<file path="src/rtl/flg_pkg.sv">
// Shared types, constants and register codes of the fading life grid engine.
`default_nettype none

package flg_pkg;

    // Grid geometry.
    localparam int GRID_SIDE  = 64;
    localparam int CELL_TOTAL = GRID_SIDE * GRID_SIDE;
    localparam int ADDR_W     = $clog2(CELL_TOTAL);
    localparam int COORD_W    = $clog2(GRID_SIDE);
    localparam int FEED_W     = $clog2(CELL_TOTAL + GRID_SIDE + 2);
    localparam int CHAIN_LEN  = 2 * GRID_SIDE + 3;
    localparam int COUNT_W    = 13;
    localparam int GEN_W      = 16;
    localparam int LEVEL_W    = 8;

    typedef logic [LEVEL_W-1:0] t_level;

    // Command codes.
    typedef enum logic [1:0] {
        CMD_WRITE   = 2'd0,
        CMD_READ    = 2'd1,
        CMD_GEN     = 2'd2,
        CMD_CLR_GEN = 2'd3
    } t_cmd;

    // Configuration register indexes.
    localparam logic [2:0] REG_RULE_MODE   = 3'd0;
    localparam logic [2:0] REG_BIRTH       = 3'd1;
    localparam logic [2:0] REG_STEP        = 3'd2;
    localparam logic [2:0] REG_FLOOR       = 3'd3;
    localparam logic [2:0] REG_CEILING     = 3'd4;
    localparam logic [2:0] REG_NBR_THRESH  = 3'd5;
    localparam logic [2:0] REG_LIVE_THRESH = 3'd6;

    typedef struct packed {
        logic [1:0] cmd;
        logic [5:0] cell_x;
        logic [5:0] cell_y;
        t_level     cell_value;
    } t_in_item;

    typedef struct packed {
        t_level             read_level;
        logic [COUNT_W-1:0] alive_count;
        logic [COUNT_W-1:0] change_count;
        logic [GEN_W-1:0]   generation;
    } t_out_item;

    typedef struct packed {
        logic   rule_mode;
        t_level birth_level;
        t_level level_step;
        t_level floor_level;
        t_level ceiling_level;
        t_level neighbour_threshold;
        t_level alive_threshold;
    } t_cfg;

    // Neighborhood of one cell as seen from the chain taps.
    typedef struct packed {
        t_level [7:0] nbr;
        logic   [7:0] nbr_in_grid;
        t_level       center;
    } t_window;

endpackage

`default_nettype wire

</file>
<file path="src/rtl/flg_rule.sv">
// Next-level rule for one cell: neighbor count, gain, loss and rule choice.
`default_nettype none

module flg_rule (
    input  wire flg_pkg::t_cfg    i_cfg,
    input  wire flg_pkg::t_window i_win,
    output flg_pkg::t_level       o_next
);
    import flg_pkg::*;

    t_level       limit;
    logic [3:0]   nbr_cnt;
    logic [8:0]   gain_sum;
    t_level       gain;
    t_level       lose;
    logic         cnt_two_three;
    logic         cnt_three;

    // Count in-grid neighbors above the limit of the active rule.
    always_comb begin
        limit   = i_cfg.rule_mode ? '0 : i_cfg.neighbour_threshold;
        nbr_cnt = '0;
        for (int i = 0; i < 8; i++) begin
            if (i_win.nbr_in_grid[i] && (i_win.nbr[i] > limit)) begin
                nbr_cnt = nbr_cnt + 4'd1;
            end
        end
        cnt_two_three = (nbr_cnt == 4'd2) || (nbr_cnt == 4'd3);
        cnt_three     = (nbr_cnt == 4'd3);
    end

    // Saturating gain and floored loss.
    always_comb begin
        gain_sum = {1'b0, i_win.center} + {1'b0, i_cfg.level_step};
        gain     = (gain_sum > {1'b0, i_cfg.ceiling_level}) ? i_cfg.ceiling_level
                                                            : gain_sum[7:0];
        if ((i_win.center < i_cfg.level_step) ||
            ((i_win.center - i_cfg.level_step) < i_cfg.floor_level)) begin
            lose = i_cfg.floor_level;
        end else begin
            lose = i_win.center - i_cfg.level_step;
        end
    end

    // Pick the next level under the selected rule.
    always_comb begin
        if (i_cfg.rule_mode) begin
            if (i_win.center != '0) begin
                o_next = cnt_two_three ? gain : '0;
            end else begin
                o_next = cnt_three ? i_cfg.birth_level : '0;
            end
        end else begin
            if (i_win.center > i_cfg.alive_threshold) begin
                o_next = cnt_two_three ? gain : lose;
            end else begin
                o_next = cnt_three ? gain : '0;
            end
        end
    end

endmodule

`default_nettype wire

</file>
<file path="config.mk">
export PLATFORM = sky130hd
export DESIGN_NAME = flg_rule
export DESIGN_NICKNAME = d
export VERILOG_FILES = /design/src/rtl/flg_pkg.sv /design/src/rtl/flg_rule.sv
export SDC_FILE = /design/constraint.sdc
export NUM_CORES = 1
export LEC_CHECK = 0
export BUFFER_PORTS_ARGS = -buffer_cell sky130_fd_sc_hd__buf_2
export CAP_MARGIN = 20
export CORE_MARGIN = 5
export CORE_UTILIZATION = 58
export DETAILED_ROUTE_END_ITERATION = 10
export PLACE_DENSITY = 0.91
export SETUP_SLACK_MARGIN = 0.4
export SYNTH_ARGS = -nofsm -noshare
export SYNTH_HDL_FRONTEND = slang
export SYNTH_SLANG_ARGS = --single-unit
</file>
<file path="constraint.sdc">
create_clock -name vclk -period 10.29
set_input_delay 0 -clock vclk [all_inputs]
set_output_delay 0 -clock vclk [all_outputs]
set_load 0.02 [all_outputs]
</file>
==> results.md, run 1 <==
| Stage | Parameter | Value |
| --- | --- | --- |
| setup path | Worst-path maximum fanout | 14 |
| route | Met3 Wirelength | 587 um |
| timing | Setup TNS | 0 ps |
| timing | Number of endpoints with negative hold slack in the final report | 0 |
| finish | Sequential cells | 0 |
| place | Pre-CTS setup slack | 3100 ps |
| place | Number of port buffers | 137 |
| timing | Normalized max-slew margin | 33.6% |
| setup path | Launch point of the worst path | i_cfg[48] |
| global route | Total track usage | 25.3% |
| route | Initial DRC Count | 170 |
| place | Final HPWL from detailed placement | 9940 um |
| global route | Antenna violations before repair | 0 |
| finish | Non-filler cells in the finished layout | 699 |
| cts | CTS Hold Buffers Added | 0 |
| setup path | Required time at the endpoint of the critical path | 10290 ps |
| route | Detail-routed net length per standard cell | 16.0 um |
| finish | Highest-count cells in the layout ignoring fill and taps | 137 x buf_2, 110 x ha_1, 56 x inv_1 |
| synth | Number of nets produced by synthesis | 729 |
| route | Uppermost layer routed | met4 |
| finish | # nets final | 865 |
| setup path | CP max stage cell | nand2_1 |
| floorplan | Die area | 0.00826 mm^2 |
| finish | Reg area | 0 um^2 |
| floorplan | Core region area | 0.00635 mm^2 |
| synth | Warnings from Yosys | 0 |
| timing | Final number of setup-violating endpoints | 0 |
| route | Routed vias | 4162 |
| timing | RSZ-0062 raised after global routing | false |
| finish | Antenna diode instance count | 0 |
| floorplan | Rows | 29 |
| setup path | Startpoint type of the worst setup path | input pin |
| route | Number of iterations in the first detailed-routing pass | 4 |
| timing | Maximum clock frequency | 137 MHz |
| global route | Overflow left after global routing | 0 |
| synth | Number of instances in the synthesized netlist | 488 |
| timing | Post-route minimum period | 7280 ps |
| route | Routed length on met2 | 5490 um |
| timing | Worst Tran Pin Value | 996 ps |
| setup path | Worst setup path endpoint | o_next[2] |
| floorplan | Chip Height | 90.9 um |
| finish | Ratio of cells with drive above 1 in the final layout | 26.5% |
| min path | Hold/Removal Path Class | in -> out |
| floorplan | Starting utilization of the core area | 59.8% |
| setup path | Max stage delay on crit path | 430 ps |
| setup path | Kind of end point of the critical path | primary output |
| floorplan | Die Span X | 90.9 um |
| power | Overall Power | 0.398 mW |
| timing | Number of pins exceeding their max-slew limit in the final report | 0 |
| timing | Period utilization | 70.7% |
| timing | Min setup slack post-route | 3010 ps |
| place | Final estimated routing congestion in global placement | 0.910 |
| route | Post-route DRC | 0 |
| synth | Count of different cell masters after synthesis | 63 |
| timing | Final worst hold slack | 328 ps |
| global route | Wire length of the first global-routing pass | 18100 um |
| power | Peak supply drop | 0.0697 mV |
| route | M1 WL | 5000 um |
| route | Routed via count divided by cell count | 5.95 |
| route | Final antenna-violating net count | 0 |
| global route | Maximum number of pins on one net before global-route repair | 15 |
| power | Leak pwr | 2.46 nW |
| finish | Count of clock-net buffers in the final layout | 0 |
| floorplan | Number of I/O pins | 137 |
| route | Total Wirelength | 11200 um |
| cts | Post-CTS setup-driven buffer insertion count | 0 |
| setup path | Critical Path AT | 7280 ps |
| place | Cell Count Post-Placement | 699 |
| setup path | Path type of the worst setup path | in -> out |
| synth | Sequential-to-total area share from yosys stat | 0% |
| finish | Area growth from synthesis to layout | 20.4% |
| run | Number of violations of the max-capacitance limit | 0 |
| synth | Synthesized area per cell | 7.78 um^2 |
| setup path | Critical path's most frequent cell | ha_1 |
| outcome | Status | finished clean |
| synth | Post-Syn Area | 0.00380 mm^2 |
| global route | Number of global-route vias before repair | 4098 |
| cts | Total of cells resized after clock tree synthesis | 0 |
| finish | Commonest non-fill, non-tap cell in the layout | buf_2 |
| power | Total power per unit cell area | 87.2 mW/mm^2 |
-- cells in the mapped netlist (2+ instances only) --
master    instances  area share [%]
nor3_2            2            0.53
nand2_1          28             2.8
a21o_1            9             1.8
nand4_1          17             2.8
inv_1            56             5.5
o221a_1           4             1.2
o221a_2           3            0.89
mux2_2            7             2.1
nand2b_1          7             1.2
a221oi_1          2            0.46
o21a_1           10             2.0
nor3b_1           2            0.40
or3_1             2            0.33
xnor2_1          13             3.0
mux2i_1          14             3.7
o21bai_1          5            0.99
or4_1             3            0.59
nand3_1           8             1.1
a21boi_0          3            0.59
clkbuf_1          3            0.30
o211a_1           2            0.53
xor2_2            2            0.86
xor2_1            6             1.4
a21oi_1          47             6.2
a221o_1           2            0.53
a211o_1           5             1.2
o21ai_1           2            0.26
and3_1            5            0.82
o21ai_0          18             2.4
ha_1            110              36
o211ai_2          3            0.99
a211oi_1          3            0.59
fa_1              2             1.1
nor2b_1          17             2.8
a31oi_1           2            0.33
nor3_1            2            0.26
o211ai_1         11             2.2
and2_1            2            0.33
nor2_1           25             2.5
-- layout make-up --
type                       count  area [um^2]
fill                         524         1780
inverter                      56          210
tap                           77         96.3
multi-input combinational    428         3570
timing repair buffer         138          693
-- worst max-delay path, delay by kind of cell --
| kind | cells | cell delay (ps) |
|---|---|---|
| buf+inv | 6 | 920 |
| compound gates | 12 | 1990 |
| mux | 3 | 630 |
| fa+ha+maj | 7 | 2110 |
| simple gates | 8 | 1600 |
-- power by group --
part | switching [mW] | internal, mW | total, mW
clock | 0 | 0 | 0
sequential | 0 | 0 | 0
combinational | 0.221 | 0.177 | 0.398
-- how the worst min path moves through the flow --
stage / cells past startpoint / slack (ps) / start / endpoint
after floorplan: 1 / 200 / i_cfg[46] / o_next[6]
after global placement: 3 / 330 / i_cfg[46] / o_next[6]
after detailed placement: 3 / 330 / i_cfg[46] / o_next[6]
after CTS: 3 / 330 / i_cfg[46] / o_next[6]
after global routing: 3 / 350 / i_cfg[46] / o_next[6]
final: 3 / 330 / i_cfg[46] / o_next[6]
-- layer usage --
layer	vias up	global-route usage, %
li1	2091	-
met1	1930	33.4
met2	127	45.9
met3	14	2.08
met4	0	3.30
met5	-	0
-- cells by family (layout without fill, tap and decap cells) --
logic type | count (synthesis) | in the layout | synth area share, %
compound gates | 143 | 143 | 26.0
xor+xnor | 22 | 22 | 5.97
fa+ha+maj | 112 | 112 | 37.3
buf+inv | 60 | 194 | 5.93
mux | 22 | 22 | 6.13
simple gates | 129 | 129 | 18.6
-- per-stage QoR --
stage / util [%] / cell area, um^2
floorplan: - / 3800
global placement: 72.0 / 4570
detailed placement: 72.0 / 4570
CTS: 72.0 / 4570
global route: 72.0 / 4570
finish: 72.0 / 4570
No activity file was read; power rests on OpenSTA's default activity.
==> run 2: changes to the inputs <==
ABC_AREA = 1   (was not set)
CORE_UTILIZATION = 54   (was 58)
PLACE_DENSITY = 0.85   (was 0.91)
clock period = 7 ns   (was 10.29 ns; I/O delays follow)
==> run 2 against run 1 <==
Effect of this change:
- sequential share of layout area did not move
- die area rose by 14%
- cell count rose by 28%
- highest routed layer unchanged
- via count rose by 13%
- clock-buffer cell count did not move
- sequential cell count did not move
- first-iteration DRC count rose by 33%
==> results.md, run 2 <==
| Stage | Parameter | Value |
| --- | --- | --- |
| synth | Post-Syn Area | 0.00409 mm^2 |
| setup path | Kind of end point of the critical path | primary output |
| finish | Count of clock-net buffers in the final layout | 0 |
| synth | Area share of the largest cell type after synthesis | 33.7% |
| synth | Warnings from Yosys | 0 |
| finish | Final non-filler cell area | 0.00490 mm^2 |
| synth | Sequential-to-total area share from yosys stat | 0% |
| setup path | Startpoint type of the worst setup path | input pin |
| timing | Normalized max-slew margin | 44.3% |
| floorplan | Starting utilization of the core area | 55.8% |
| finish | Ratio of cells with drive above 1 in the final layout | 24.8% |
| timing | Setup TNS | 0 ps |
| finish | Multi-input gate area in the final layout | 0.00362 mm^2 |
| synth | Number of instances in the synthesized netlist | 660 |
| outcome | Status | finished clean |
| floorplan | Rows | 31 |
| timing | Post-route minimum period | 6060 ps |
| place | Final estimated routing congestion in global placement | 0.983 |
| synth | Ranking of synthesized cells by instance count | 152 x nand2_1, 110 x ha_1, 106 x inv_1 |
| setup path | Critical Path AT | 6060 ps |
| global route | Number of global-route vias before repair | 4606 |
| synth | Synthesized area per cell | 6.19 um^2 |
| timing | RSZ-0062 raised after global routing | false |
| setup path | Worst-path maximum fanout | 18 |
| place | Instance area at placement | 0.00480 mm^2 |
| finish | Area growth from synthesis to layout | 19.9% |
| global route | Maximum number of pins on one net before global-route repair | 27 |
| global route | Antenna violations before repair | 0 |
| floorplan | Chip Height | 97.0 um |
| finish | Commonest non-fill, non-tap cell in the layout | nand2_1 |
| synth | Count of different cell masters after synthesis | 42 |
| place | Pre-CTS setup slack | 718 ps |
| route | Detail-routed net length per standard cell | 13.0 um |
| setup path | Path type of the worst setup path | in -> out |
| synth | Post-synthesis cell type with the largest combined area | ha_1 |
| finish | Non-filler cells in the finished layout | 896 |
| setup path | Worst setup path endpoint | o_next[1] |
| run | Number of violations of the max-capacitance limit | 0 |
| power | Total power per unit cell area | 121 mW/mm^2 |
| timing | Final number of setup-violating endpoints | 0 |
| timing | Number of endpoints with negative hold slack in the final report | 0 |
| power | Leak pwr | 2.94 nW |
| global route | Wire length of the first global-routing pass | 19500 um |
| route | Routed via count divided by cell count | 5.24 |
| finish | Highest-count cells in the layout ignoring fill and taps | 144 x nand2_1, 137 x buf_2, 110 x ha_1 |
| floorplan | Die Span X | 97.0 um |
| setup path | Launch point of the worst path | i_cfg[48] |
| finish | Number of filler cells placed in the layout | 667 |
| timing | Maximum clock frequency | 165 MHz |
| route | Final antenna-violating net count | 0 |
| finish | # nets final | 1040 |
| timing | Period utilization | 86.6% |
| setup path | CP max stage cell | ha_1 |
| power | Peak supply drop | 0.0566 mV |
| global route | Overflow left after global routing | 0 |
| synth | Leading post-synthesis cells by cell area | ha_1 34%, nand2_1 14%, inv_1 9.7%, a21oi_1 7.5%, nand3_1 7.2% |
| route | Initial DRC Count | 226 |
| place | Number of port buffers | 137 |
| finish | Reg area | 0 um^2 |
| setup path | Required time at the endpoint of the critical path | 7000 ps |
| timing | Worst Tran Pin Value | 830 ps |
| route | Total Wirelength | 11700 um |
| timing | Number of pins exceeding their max-slew limit in the final report | 0 |
| finish | Final core utilization | 66.9% |
| floorplan | Number of I/O pins | 137 |
| floorplan | Die area | 0.00941 mm^2 |
| route | Routed vias | 4699 |
| route | Post-route DRC | 0 |
| finish | Antenna diode instance count | 0 |
| timing | Min setup slack post-route | 941 ps |
| min path | Hold/Removal Path Class | in -> out |
| setup path | Critical path's most frequent cell | nand2_1 |
| route | Number of iterations in the first detailed-routing pass | 6 |
| global route | Total track usage | 23.5% |
| floorplan | Core region area | 0.00733 mm^2 |
| place | Final HPWL from detailed placement | 10300 um |
| place | Cell Count Post-Placement | 888 |
| finish | Sequential cells | 0 |
| synth | Most used standard cell by instance count after synthesis | nand2_1 |
| setup path | Max stage delay on crit path | 340 ps |
| synth | Number of nets produced by synthesis | 901 |
## run 2: changes by cell type in the layout (fill, tap and decap cells not counted), moves of 6 or more
cell	delta
a21o_1	-6
a21oi_1	+14
buf_4	+6
inv_1	+49
mux2i_1	-14
nand2_1	+116
nand2_2	+24
nand2b_1	-7
nand3_1	+51
nor2_1	+17
nor2b_1	-17
o211ai_1	-6
o21a_1	-9
xnor2_1	-11
## run 2: cells by family after synthesis
family / synth area share (%)
AND/OR/NAND/NOR: 35.0
buffers and inverters: 12.4
adder cells (fa/ha/maj): 34.6
AO/OA/AOI/OAI: 14.5
XOR/XNOR: 2.57
multiplexers: 0.826
## run 2: through the flow
stage | total power, mW | hold slack (ps)
6_report | 0.592 | 511
5_1_grt | 0.672 | 553
4_1_cts | 0.551 | 509
3_5_place_dp | 0.548 | 508
3_3_place_gp | 0.533 | 497
2_1_floorplan | 0.433 | 306
## run 2: area by class of cell
cell class	instances	area share, %
multi-input cells	544	73.8
repair buffers	145	15.2
inverters	108	8.42
well taps	99	2.53
## run 2: what timing repair did
action | 4_1_cts | 5_1_grt
resized for setup | 0 | 13
hold buffers | 0 | 0
setup buffers | 0 | 6
endpoints found under the setup margin | 0 | 8
## run 2: worst min-delay path by stage
stage          startpoint         to  slack (ps)  cells after the start
3_5_place_dp    i_cfg[48]  o_next[1]         510                      4
3_3_place_gp    i_cfg[48]  o_next[3]         500                      4
5_1_grt         i_cfg[48]  o_next[4]         550                      4
4_1_cts         i_cfg[48]  o_next[1]         510                      4
2_1_floorplan   i_cfg[48]  o_next[0]         310                      4
6_report        i_cfg[41]  o_next[1]         510                      8
## run 2: where the power goes
part           switching [mW]  internal, mW
clock network               0             0
logic                   0.358         0.234
registers                   0             0
## run 2: per-layer routing
layer	vias to the layer above	track usage, %	part of all wire, %
met5	-	0	0
met4	0	3.56	1.5
met3	16	2.16	6.9
met2	157	43.2	49
met1	2048	30.0	43
li1	2478	-	-
## run 2: critical path, delay by kind of cell
family	cells	cell delay (ps)
and+or+nand+nor	18	2340
adders and majority gates	7	2020
buffers and inverters	8	1060
AOI/OAI and AO/OA	5	650
